File: src/sv/cfla_pkg.sv
// Shared types, constants and helpers for the chunked free-list allocator.
// No dependencies; every other file of the block imports this package.
`timescale 1ns / 1ps

package cfla_pkg;

  // Default chunk count and the block limit per chunk
  localparam int unsigned MAX_CHUNKS   = 16;
  localparam int unsigned BLK_W        = 8;
  localparam logic [BLK_W-1:0] MAX_BLOCKS = 8'd255;

  // Register widths, reset values and APB geometry
  localparam int unsigned REG_CHUNKS_W = 5;
  localparam int unsigned NC_W         = 9;   // holds any chunk count up to 256
  localparam int unsigned APB_AW       = 3;
  localparam int unsigned APB_DW       = 32;
  localparam logic [BLK_W-1:0]        BLOCKS_RST = 8'd255;
  localparam logic [REG_CHUNKS_W-1:0] CHUNKS_RST = 5'd16;

  typedef enum logic {
    REG_BLOCKS = 1'b0,
    REG_CHUNKS = 1'b1
  } reg_idx_e;

  typedef enum logic {
    OP_ALLOC = 1'b0,
    OP_FREE  = 1'b1
  } op_e;

  typedef enum logic [1:0] {
    ST_OK       = 2'd0,
    ST_NO_SPACE = 2'd1,
    ST_RANGE    = 2'd2
  } status_e;

  typedef enum logic {
    S_IDLE,
    S_EXEC
  } fsm_e;

  // Write-back of one chunk's head and free count
  typedef struct packed {
    logic             en;
    logic [BLK_W-1:0] head;
    logic [BLK_W-1:0] count;
  } chunk_upd_t;

  // Register file contents plus the re-init pulse
  typedef struct packed {
    logic [BLK_W-1:0]        blocks;
    logic [REG_CHUNKS_W-1:0] chunks;
    logic                    init;
  } cfg_t;

  // Blocks per chunk clamped to 1..MAX_BLOCKS
  function automatic logic [BLK_W-1:0] eff_blocks(input logic [BLK_W-1:0] b);
    logic [BLK_W-1:0] r;
    if (b == '0) begin
      r = 8'd1;
    end else if (b > MAX_BLOCKS) begin
      r = MAX_BLOCKS;
    end else begin
      r = b;
    end
    return r;
  endfunction

endpackage

File: src/sv/cfla_cfg.sv
// APB register file: blocks_per_chunk and chunks_in_use.
// Depends on cfla_pkg; a write to either register raises the re-init pulse.
`timescale 1ns / 1ps

module cfla_cfg (
  input  logic                          clk_i,
  input  logic                          rst_ni,
  input  logic                          psel,
  input  logic                          penable,
  input  logic                          pwrite,
  input  logic [cfla_pkg::APB_AW-1:0]   paddr,
  input  logic [cfla_pkg::APB_DW-1:0]   pwdata,
  output logic [cfla_pkg::APB_DW-1:0]   prdata,
  output logic                          pready,
  output cfla_pkg::cfg_t                cfg_o
);
  import cfla_pkg::*;

  logic [BLK_W-1:0]        blocks_q;
  logic [REG_CHUNKS_W-1:0] chunks_q;
  logic                    wr_beat;
  reg_idx_e                idx;

  assign pready  = 1'b1;
  assign wr_beat = psel & penable & pwrite & pready;
  assign idx     = reg_idx_e'(paddr[APB_AW-1]);

  // Register writes
  always_ff @(posedge clk_i or negedge rst_ni) begin
    if (!rst_ni) begin
      blocks_q <= BLOCKS_RST;
      chunks_q <= CHUNKS_RST;
    end else if (wr_beat) begin
      case (idx)
        REG_BLOCKS: blocks_q <= pwdata[BLK_W-1:0];
        REG_CHUNKS: chunks_q <= pwdata[REG_CHUNKS_W-1:0];
        default:    blocks_q <= blocks_q;
      endcase
    end
  end

  // Read mux
  always_comb begin
    case (idx)
      REG_BLOCKS: prdata = {{(APB_DW-BLK_W){1'b0}}, blocks_q};
      REG_CHUNKS: prdata = {{(APB_DW-REG_CHUNKS_W){1'b0}}, chunks_q};
      default:    prdata = '0;
    endcase
  end

  assign cfg_o.blocks = blocks_q;
  assign cfg_o.chunks = chunks_q;
  assign cfg_o.init   = wr_beat;

endmodule

File: config.mk
export PLATFORM = sky130hd
export DESIGN_NAME = cfla_cfg
export DESIGN_NICKNAME = d
export VERILOG_FILES = /design/src/sv/cfla_pkg.sv /design/src/sv/cfla_cfg.sv
export SDC_FILE = /design/constraint.sdc
export NUM_CORES = 1
export LEC_CHECK = 0
export ABC_CLOCK_PERIOD_IN_PS = 1600
export BUFFER_PORTS_ARGS = -buffer_cell sky130_fd_sc_hd__buf_2
export CAP_MARGIN = 0
export CELL_PAD_IN_SITES_DETAIL_PLACEMENT = 1
export CELL_PAD_IN_SITES_GLOBAL_PLACEMENT = 1
export CORE_ASPECT_RATIO = 1.25
export CORE_MARGIN = 5
export CORE_UTILIZATION = 25
export DETAILED_ROUTE_END_ITERATION = 16
export PLACE_DENSITY = 0.85
export SYNTH_ARGS = -nofsm -noshare
export SYNTH_HDL_FRONTEND = slang
export SYNTH_SLANG_ARGS = --single-unit
File: constraint.sdc
create_clock -name clk_i -period 1.6 [get_ports clk_i]
set_input_delay 0.08 -clock clk_i [delete_from_list [all_inputs] [get_ports clk_i]]
set_output_delay 0.08 -clock clk_i [all_outputs]
set_load 0.02 [all_outputs]
After elaboration in Yosys (flattened, before gate mapping)
Index checks and enable logic that the tools add are counted.

Bits in writable memories: 0. Bits in read-only memories: 0. Memories: 0. Register bits after elaboration: 13. Output and inout port bits: 47. Bits in latches: 0.

Equality and inequality tests: 0. Divide/modulo/power cells: 0. $add $sub $neg: 0. Multiplexer cells: 1. Reductions and logical operators: 2. Shifts and indexed selects: 0. Bitwise gates (word level): 3. $lt $le $gt $ge: 0. Multipliers: 0.

Operators by type and width (number): $pmux 32 s2 (1); $reduce_and 2->1 (2); $and 1x1->1 (2); $not 1->1 (1).

Longest topological paths before layout
Word-level depth: 3. Gate-level depth with buffers: 3. Depth with buffers taken out: 2.

Least setup slack after synthesis
No wires, ideal clock.

Kind: register to output. Start point: reg blocks_q[0]. End point: out prdata[0] in the netlist's numbering. Stages on the path, launching flop included: 2. Path slack: 720 ps. Required time: 1520 ps. Buffers on the path: 0. Data arrival time: 800 ps. Cell sequence: dfstp_2 mux2_2.

Word-level cells in the longest chain between the ends: 1.

Ends and longest elaborated chain: start: declaration (line cfla_cfg.sv:19) `logic [BLK_W-1:0] blocks_q;`; start signal: assignment (line cfla_cfg.sv:35) `REG_BLOCKS: blocks_q <= pwdata[BLK_W-1:0];`; start signal: assignment (line cfla_cfg.sv:37) `default: blocks_q <= blocks_q;`; $pmux 32 s2 (line cfla_cfg.sv:44) `case (idx)`; end: declaration (line cfla_cfg.sv:13) `output logic [cfla_pkg::APB_DW-1:0] prdata,`.

Every way passes these cells. The select of a mux whose other input is x is not followed.

Worst setup path in the final report
Start point: reg blocks_q[1]. End point: out prdata[1] in the netlist's numbering.

Same word-level chain as after synthesis.

==> impl_metrics.tcl <==
set metrics [dict create \
    rsz0062_at_grt "no" \
    synthTopCellsByCount "buf_4 (26), mux2_2 (18), dfstp_2 (9)" \
    outcome "finished, final reports clean" \
    cts_tree "yes" \
    cts_made_buffers 3 \
    portBuffers 35 \
    setup_viol 0 \
    ctsResizeCount 0 \
    coreArea_sq_um 3190 \
    synth_top_area_share_pct 28.8 \
    insertion_delay_ns 0.24 \
    synth_compound_area_share_pct 0 \
    overflow 0 \
    hold_buffers 1 \
    drt_iter0_drc 17 \
    syn_avg_cell_area_sq_um 12.5 \
    crit_fanout 3 \
    die_w_um 61.3 \
    antenna_found_initial 0 \
    antenna_cells 0 \
    end_kind "output pin" \
    yosysTopAreaCell "dfstp_2" \
    fmax_ghz 0.857 \
    synth.area.top_cells "dfstp_2 (29%), mux2_2 (25%), buf_4 (24%), dfrtp_1 (12%), and2b_2 (3.2%)" \
    worstPathArrival_ns 1.09 \
    avgViaCountPerCell 3.83 \
    worst_setup_path_start_kind "flip-flop" \
    synthMuxAreaShare_pct 24.7 \
    synthArstFlopShare_pct 100 \
    fin_crit_sh_pct 72.9 \
    wl_met2_um 1000 \
    worst-setup-path-type "reg2out" \
    post-route-util_pct 30.6 \
    clkSlewWorstSetupHoldPaths_ns 0.06 \
    layout.nets 143 \
    wl_met1_um 675 \
    fin_crit_ns 1.17 \
    maxCapViolations 0 \
    synth_ff_type "dfstp_2" \
    gp_congestion 0.719 \
    final_hold_viol_count 0 \
    crit_required_ns 1.52 \
    skew_ns 0 \
    highest_layer "met3" \
    ios 87 \
    grt_max_degree 14 \
    ant_nets 0 \
    dieArea_sq_um 4540 \
    p_per_area_nw_per_um2 1290 \
    nFillCells 389 \
    wl_met3_um 253 \
    cts.path.max_buffers 2 \
    numClockSinks 13 \
    drive_above_1_share_pct 68.6 \
    cts_max_level 1 \
    vdd_drop_max_v 0.000609 \
    clock-root-buffer "clkbuf_8" \
    wl_um 1930 \
    synth_warnings 0 \
    synthDistinctLibCells 10 \
    stdcell_area_sq_um 978 \
    synth.most_common_cell "buf_4" \
    synth-simple-area-share_pct 8.37 \
    synth_xor_area_share_pct 0 \
    postPlaceCellArea_sq_um 923 \
    grt_pass1_wl_um 2820 \
    synthToLayoutAreaGrowth_pct 19.0 \
    post_cts_buffers 0 \
    leakage_uw 0.000517 \
    synth_fa_ha_area_share_pct 0 \
    start_util_pct 25.7 \
    yosysSeqAreaShare_pct 40.9 \
    tns_ns 0 \
    dpl.hpwl_um 1590 \
    syn_inst 66 \
    synth-seq-cells 13 \
    die-height_um 74.1 \
    grt_usage_pct 8.55 \
    grt_pass1_vias 561 \
    synth_edf_count 0 \
    drc 0 \
    min_path_type "in2reg" \
    dr.pass1.iters 4 \
    drt-wirelength-per-cell_um 13.9 \
    rows 23 \
    syn_area_sq_um 822 \
    dr_total_vias 532 \
    synth_top_family_by_area "buffers and inverters" \
    finalMaxSlewViolations 0 \
]
==> area by class of cell <==
type                            count  area [sq um]  share of cell area, %
Clock buffer                        4          45.0                   4.60
Multi-Input combinational cell     49           365                   37.3
Sequential cell                    13           337                   34.4
Tap cell                           37          46.3                   4.73
Timing Repair Buffer               36           185                   18.9
==> sequential cells by signal, indices dropped and copies added (netlist names) <==
name and cells:
blocks_q 8, chunks_q 5
==> worst max-delay path, cell delays in order, from the launching register on <==
cell	delay, ns
dfstp_2	0.54
mux2_2	0.15
buf_2	0.16
==> worst paths after layout <==
path / startpoint / endpoint / slack [ns] / depth (start not counted)
min: pwdata[5] / blocks_q[5] / 0.08 / 2
max in group asynchronous: rst_ni / blocks_q[3] / 1.04 / 2
max: blocks_q[1] / prdata[1] / 0.43 / 2
max reg2reg: chunks_q[3] / chunks_q[3] / 0.84 / 1
min reg2reg: chunks_q[0] / chunks_q[0] / 0.53 / 1
min in group asynchronous: rst_ni / chunks_q[1] / 0.27 / 2
==> where the power goes <==
part | total (uW) | internal [uW] | switching, uW
registers | 485 | 439 | 46.5
clock network | 293 | 176 | 117
logic | 482 | 179 | 303
total | 1260 | 793 | 467
==> cells by family after synthesis <==
| kind of cell | Yosys count |
|---|---|
| other | 2 |
| flip-flops | 13 |
| buffers and inverters | 27 |
| AND/OR/NAND/NOR | 6 |
| multiplexers | 18 |
==> cell usage in the layout (no fill, tap or decap), drive strengths merged <==
cell,netlist,routed
buf,27,35
conb,2,25
mux2,18,18
dfstp,9,9
dfrtp,4,4
clkbuf,0,4
and2b,3,3
and3,1,1
nand4b,1,1
nand4,1,1
dlygate4sd3,0,1
==> through the flow <==
step | total power (uW) | hold WS, ns | std cells | setup WS (ns)
6_report | 1260 | 0.0760 | 139 | 0.433
5_1_grt | 1350 | 0.0758 | 139 | 0.374
4_1_cts | 1290 | 0.0731 | 139 | 0.415
3_5_place_dp | 981 | -0.0133 | 134 | 0.564
3_3_place_gp | 963 | -0.0275 | 134 | 0.607
2_1_floorplan | 859 | -0.216 | 89 | 0.720
==> layer usage <==
metal / vias up / global-route usage, %
met5: - / 0
li1: 243 / -
met4: 0 / 2.17
met3: 0 / 2.78
met1: 249 / 9.26
met2: 40 / 15.6
Power figures use the tool's default switching activity.
