File: config.mk
export PLATFORM = sky130hd
export DESIGN_NAME = cfla_chunk_tbl
export DESIGN_NICKNAME = d
export VERILOG_FILES = /design/src/sv/cfla_pkg.sv /design/src/sv/cfla_chunk_tbl.sv
export SDC_FILE = /design/constraint.sdc
export NUM_CORES = 1
export LEC_CHECK = 0
export ABC_CLOCK_PERIOD_IN_PS = 3300
export BUFFER_PORTS_ARGS = -buffer_cell sky130_fd_sc_hd__buf_2
export CELL_PAD_IN_SITES_DETAIL_PLACEMENT = 0
export CELL_PAD_IN_SITES_GLOBAL_PLACEMENT = 2
export CORE_UTILIZATION = 35
export CTS_CLUSTER_SIZE = 8
export DETAILED_ROUTE_END_ITERATION = 7
export PLACE_DENSITY = 0.63
export SETUP_SLACK_MARGIN = 0.5
export SYNTH_ARGS = -nofsm -noshare
export SYNTH_HDL_FRONTEND = slang
export SYNTH_SLANG_ARGS = --single-unit
export TNS_END_PERCENT = 30
File: constraint.sdc
create_clock -name clk_i -period 3.3 [get_ports clk_i]
set_clock_uncertainty 0.2 [all_clocks]
set_input_delay 0.66 -clock clk_i [delete_from_list [all_inputs] [get_ports clk_i]]
set_output_delay 0.66 -clock clk_i [all_outputs]
set_load 0.03 [all_outputs]
File: src/sv/cfla_pkg.sv
// Shared types, constants and helpers for the chunked free-list allocator.
// No dependencies; every other file of the block imports this package.
`timescale 1ns / 1ps

package cfla_pkg;

  // Default chunk count and the block limit per chunk
  localparam int unsigned MAX_CHUNKS   = 16;
  localparam int unsigned BLK_W        = 8;
  localparam logic [BLK_W-1:0] MAX_BLOCKS = 8'd255;

  // Register widths, reset values and APB geometry
  localparam int unsigned REG_CHUNKS_W = 5;
  localparam int unsigned NC_W         = 9;   // holds any chunk count up to 256
  localparam int unsigned APB_AW       = 3;
  localparam int unsigned APB_DW       = 32;
  localparam logic [BLK_W-1:0]        BLOCKS_RST = 8'd255;
  localparam logic [REG_CHUNKS_W-1:0] CHUNKS_RST = 5'd16;

  typedef enum logic {
    REG_BLOCKS = 1'b0,
    REG_CHUNKS = 1'b1
  } reg_idx_e;

  typedef enum logic {
    OP_ALLOC = 1'b0,
    OP_FREE  = 1'b1
  } op_e;

  typedef enum logic [1:0] {
    ST_OK       = 2'd0,
    ST_NO_SPACE = 2'd1,
    ST_RANGE    = 2'd2
  } status_e;

  typedef enum logic {
    S_IDLE,
    S_EXEC
  } fsm_e;

  // Write-back of one chunk's head and free count
  typedef struct packed {
    logic             en;
    logic [BLK_W-1:0] head;
    logic [BLK_W-1:0] count;
  } chunk_upd_t;

  // Register file contents plus the re-init pulse
  typedef struct packed {
    logic [BLK_W-1:0]        blocks;
    logic [REG_CHUNKS_W-1:0] chunks;
    logic                    init;
  } cfg_t;

  // Blocks per chunk clamped to 1..MAX_BLOCKS
  function automatic logic [BLK_W-1:0] eff_blocks(input logic [BLK_W-1:0] b);
    logic [BLK_W-1:0] r;
    if (b == '0) begin
      r = 8'd1;
    end else if (b > MAX_BLOCKS) begin
      r = MAX_BLOCKS;
    end else begin
      r = b;
    end
    return r;
  endfunction

endpackage

File: src/sv/cfla_chunk_tbl.sv
// Per-chunk head and free count, with valid bits standing in for reset values.
// Depends on cfla_pkg; exposes one read port and the nonzero-count vector.
`timescale 1ns / 1ps

module cfla_chunk_tbl #(
  parameter int unsigned MaxChunks = 16,
  parameter int unsigned ChunkW    = 4
) (
  input  logic                          clk_i,
  input  logic                          rst_ni,
  input  logic                          init_i,
  input  logic [cfla_pkg::BLK_W-1:0]    eff_blocks_i,
  input  logic [ChunkW-1:0]             rd_idx_i,
  output logic [cfla_pkg::BLK_W-1:0]    rd_head_o,
  output logic [cfla_pkg::BLK_W-1:0]    rd_cnt_o,
  output logic [MaxChunks-1:0]          nz_o,
  input  logic [ChunkW-1:0]             wr_idx_i,
  input  cfla_pkg::chunk_upd_t          upd_i
);
  import cfla_pkg::*;

  logic [BLK_W-1:0]     head_q [MaxChunks];
  logic [BLK_W-1:0]     cnt_q  [MaxChunks];
  logic [MaxChunks-1:0] vld_q;
  logic [BLK_W-1:0]     eff_head [MaxChunks];
  logic [BLK_W-1:0]     eff_cnt  [MaxChunks];

  // Valid bits: cleared at reset and re-init, set on first write-back
  always_ff @(posedge clk_i or negedge rst_ni) begin
    if (!rst_ni) begin
      vld_q <= '0;
    end else if (init_i) begin
      vld_q <= '0;
    end else begin
      for (int i = 0; i < MaxChunks; i++) begin
        if (upd_i.en && wr_idx_i == ChunkW'(i)) begin
          vld_q[i] <= 1'b1;
        end
      end
    end
  end

  always_ff @(posedge clk_i) begin
    for (int i = 0; i < MaxChunks; i++) begin
      if (upd_i.en && wr_idx_i == ChunkW'(i)) begin
        head_q[i] <= upd_i.head;
        cnt_q[i]  <= upd_i.count;
      end
    end
  end

  // Unwritten entries read as head 0, count blocks_per_chunk
  always_comb begin
    for (int i = 0; i < MaxChunks; i++) begin
      eff_head[i] = vld_q[i] ? head_q[i] : '0;
      eff_cnt[i]  = vld_q[i] ? cnt_q[i]  : eff_blocks_i;
      nz_o[i]     = (eff_cnt[i] != '0);
    end
  end

  // Read port
  always_comb begin
    rd_head_o = '0;
    rd_cnt_o  = '0;
    for (int i = 0; i < MaxChunks; i++) begin
      if (rd_idx_i == ChunkW'(i)) begin
        rd_head_o = eff_head[i];
        rd_cnt_o  = eff_cnt[i];
      end
    end
  end

endmodule

After elaboration in Yosys (flattened, before gate mapping)
Memories as Yosys holds them, arrays and structs flattened.
Cells that the tools add are included.
- output and inout bits: 32
- memories kept: 2
- RAM bits: 256
- input bits: 36
- register bits: 16
- memory list (memory ; depth ; bits a word ; rd ports ; clocked after memory_dff ; write ports ; RTL line ; RTL):
    cnt_q ; 16 ; 8 ; 16 ; 0 ; 1 ; cfla_chunk_tbl.sv:23 ; logic [BLK_W-1:0] cnt_q [MaxChunks];
    head_q ; 16 ; 8 ; 16 ; 0 ; 1 ; cfla_chunk_tbl.sv:22 ; logic [BLK_W-1:0] head_q [MaxChunks];
- mux-type cells: 203
- reductions and logical operators: 80
- eq/ne operators: 30
- operator list (cell ; number):
    2-to-1 mux 8 bit ; 94
    OR reduction 8 bit ; 30
    nonzero test 8 bit ; 16
    2-to-1 mux 4 bit ; 30
    2-to-1 mux 1 bit ; 78
    == test 4 bit (second input constant) ; 16
    == test 4 x 3 -> 1 bit (second input constant) ; 8
    nonzero test 2 bit ; 16
    == test 4 x 2 -> 1 bit (second input constant) ; 4
    logical AND 1 bit ; 16
    2-to-1 mux 16 bit ; 1
    == test 4 x 1 -> 1 bit (second input constant) ; 2
    zero test 4 bit ; 2

Longest topological paths before layout
- depth in word-level cells: 20
- mapped depth: 8
- gate-level depth less buffers: 5

Worst setup path after synthesis
Ideal clock, no wire load.
- path type: input port to output port
- start point: input rd_idx_i[0]
- end point: output rd_cnt_o[7] (netlist bit)
- required time: 2.440 ns
- slack: 0.171 ns
- stages on the path: 6
- arrival time: 2.269 ns
- path through: or4b_1 > clkbuf_2 > o22ai_1 > nor3_1 > a211o_1 > a31oi_1
- cells in the longest elaborated chain, start to end: 17
- elaborated cells on any way between the ends: 32
- classes of those cells: eq/ne: 15; mux: 16; reduce/logical: 1
- ends and longest elaborated chain (item ; RTL line ; RTL):
    start: declaration ; cfla_chunk_tbl.sv:13 ; input logic [ChunkW-1:0] rd_idx_i,
    zero test 4 bit ; cfla_chunk_tbl.sv:66 ; if (rd_idx_i == ChunkW'(i)) begin
    2-to-1 mux 8 bit (15 in a row) ; cfla_chunk_tbl.sv:66 ;
    2-to-1 mux 8 bit * ; cfla_chunk_tbl.sv:66 ;
    end: declaration ; cfla_chunk_tbl.sv:15 ; output logic [cfla_pkg::BLK_W-1:0] rd_cnt_o,
Mark *: on every way between the ends. The rest lies on a longest branch, timed or not.

Worst setup path in the final report
- start point: input rd_idx_i[1]
- end point: output rd_cnt_o[7] (netlist bit)
Same word-level chain as after synthesis.

==> impl_metrics.env <==
export IMPL_status="finished, final reports clean"
export IMPL_cp_required_ns=2.44
export IMPL_p_per_area_mw_per_mm2=489
export IMPL_whs_ns=0.332
export IMPL_grt_max_degree=18
export IMPL_start_util_pct=35.7
export IMPL_cp_slowest_cell="or4b_4"
export IMPL_rsz0062_at_grt="true"
export IMPL_synth_edf_count=256
export IMPL_cp_end_kind="output port"
export IMPL_finalCriticalPeriod_ns=3.29
export IMPL_postSynthCellCount=892
export IMPL_slowest_delay_ns=0.57
export IMPL_synth_area_mm2=0.0124
export IMPL_viasPerCell=5.62
export IMPL_dp_slack_ns=-0.277
export IMPL_tritoncts="done"
export IMPL_critPathKind="input port to output port"
export IMPL_first_pass_iters=5
export IMPL_synth_most_common_cell="edfxtp_1"
export IMPL_leakage_nw=5.70
export IMPL_crit_chain="buf_8, buf_6, or4b_4, buf_8, o22ai_4, nor3_2, a211o_1, a31oi_4, buf_6"
export IMPL_gp_congestion=0.895
export IMPL_synth_top_area_share_pct=62.0
export IMPL_wl_um=44000
export IMPL_synth_distinct_cells=60
export IMPL_yosys_warnings=0
export IMPL_critPathLaunchType="input port"
export IMPL_maxCapViolCount=0
export IMPL_core_area_mm2=0.0347
export IMPL_grt_pass1_wl_um=62800
export IMPL_die_y_um=190
export IMPL_cts_made_buffers=39
export IMPL_syn_to_final_growth_pct=37.7
export IMPL_synthDominantAreaCellType="edfxtp_1"
export IMPL_insertedDiodeCount=0
export IMPL_ys_ff_latch=272
export IMPL_dr_first_iter_drc_count=749
export IMPL_die_area_mm2=0.0362
export IMPL_htreeDepth=2
export IMPL_max_freq_ghz=0.304
export IMPL_wire_per_inst_um=27.7
export IMPL_portBuffers=67
export IMPL_setup_violations=0
export IMPL_maxSlewHeadroom_pct=53.5
export IMPL_crit_family="simple AND/OR/NAND/NOR gates"
export IMPL_drv_slew=0
export IMPL_min_path_type="input port to register"
export IMPL_synth_area_per_cell_um2=13.9
export IMPL_p_sw_mw=1.95
export IMPL_vdd_drop_max_v=0.000385
export IMPL_ys_async_sr_fraction_pct=5.88
export IMPL_root_buffer="clkbuf_16"
export IMPL_clkPwrFrac_pct=43.4
export IMPL_synthTopCellsByArea="edfxtp_1 (62%), mux2i_1 (8.1%), dfrtp_1 (3.2%), nor2_1 (2.2%), a22o_1 (1.9%)"
export IMPL_period_share_pct=99.6
export IMPL_globalRouteOverflowTotal=0
export IMPL_antenna_left=0
export IMPL_die_w_um=190
export IMPL_syn_nets=928
export IMPL_rows=68
export IMPL_ios=68
export IMPL_route_vias_total=8944
export IMPL_track_usage_pct=24.6
export IMPL_cp_max_fo=5
export IMPL_cts_buffer_depth=3
export IMPL_switching_share_pct=23.4
export IMPL_seq_area_frac_synth_pct=65.3
export IMPL_drive_gt1_share_pct=40.2
export IMPL_first_global_vias=9053
export IMPL_pwr_share_comb_pct=9.9
export IMPL_dpl_hpwl_um=30100
export IMPL_antenna_found_initial=1
export IMPL_clk_pin_slew_worst_paths_ns=0.05
export IMPL_fin_nets=1146
export IMPL_critical_path_arrival_ns=2.43
export IMPL_fill_cells=3054
export IMPL_p_int_mw=6.39
export IMPL_clkSinkCount=272
export IMPL_clock_latency_ns=0.53
export IMPL_drc_errors=0
export IMPL_tightest_slew_ns=0.695
export IMPL_setup_ws_ns=0.0126
export IMPL_netlist_top_cells_count="edfxtp_1 (256), mux2i_1 (100), nor2_1 (72)"
export IMPL_path_buf_inv=4
export IMPL_seqPwrFrac_pct=46.7
export IMPL_synth_main_ff_cell="edfxtp_1"
export IMPL_final_hold_violation_count=0
power groups by stage:
stage                     logic (mW)  registers [mW]  clock network, mW
final                          0.829            3.89               3.62
after global routing           0.868            3.89               3.83
after CTS                      0.796            3.89               3.69
after detailed placement       0.662            3.95                  0
after global placement         0.668            3.95                  0
after floorplan                0.321            3.94                  0
layer usage:
metal | vias up | part of all wire [%] | track usage (%)
met5 | - | 0.018 | 0
met4 | 2 | 2.5 | 6.71
met3 | 75 | 5.1 | 3.80
met2 | 261 | 49 | 41.7
met1 | 4561 | 43 | 32.7
li1 | 4045 | - | -
state kept, by name, summed over array words and instances, names as in the netlist:
| signal | cells |
|---|---|
| head_q | 128 |
| cnt_q | 128 |
| vld_q | 16 |
cell families (layout without fill, tap and decap cells):
group           count (synthesis)  in the layout  share of synthesized area [%]
mux                           122            122                           10.2
compound gates                192            192                           11.9
buf+inv                        72            315                           2.74
simple gates                  234            235                           9.90
flops                         272            272                           65.3
worst paths after layout:
| check | slack (ns) | start | cells past startpoint | end |
|---|---|---|---|---|
| setup / recovery | 0.01 | rd_idx_i[1] | 9 | rd_cnt_o[7] |
| hold reg to reg | 0.44 | vld_q[10] | 2 | vld_q[10] |
| min in group asynchronous | 0.49 | rst_ni | 2 | vld_q[11] |
| setup reg to reg | 2.12 | vld_q[14] | 4 | vld_q[14] |
| hold / removal | 0.33 | upd_i[12] | 1 | head_q[0][52] |
| max in group asynchronous | 1.94 | rst_ni | 2 | vld_q[7] |
metrics by stage:
stage | power (mW) | instance area, um^2 | std cells | utilization (%) | setup TNS (ns)
floorplan | 4.26 | 12500 | 892 | - | 0
global placement | 4.62 | 14400 | 1494 | 41.4 | -2.51
detailed placement | 4.61 | 14400 | 1494 | 41.4 | -2.61
CTS | 8.38 | 16700 | 1585 | 48.0 | -0.00245
global route | 8.60 | 17100 | 1591 | 49.1 | -0.0247
finish | 8.34 | 17100 | 1591 | 49.1 | 0
cells in the final DEF, fill, tap and decap left out, types with 23 or more instances in the layout:
cell type and count:
mux2i_1 78, a22o_1 24, nand2_1 28, buf_4 133, edfxtp_1 256, buf_6 56, clkbuf_16 39, clkbuf_1 26
a221oi_2 23, nor2_1 66, buf_2 26
area by class of cell:
cell class	count	area, um^2	share of cell area [%]
flip-flops and latches	272	8100	47.5
multi-input cells	549	5010	29.4
repair buffers	243	2250	13.2
clock buffers	65	1070	6.29
well taps	455	569	3.34
clock inverters	2	32.5	0.191
inverters	5	18.8	0.110
what timing repair did:
item,in CTS,in global routing
pin swaps,44,44
setup endpoints to repair,32,31
endpoints found under the hold margin,16,0
resized for setup,236,76
buffers inserted,21,6
gates cloned,2,0
hold buffers,1,0
(Power assumes the default switching activity.)
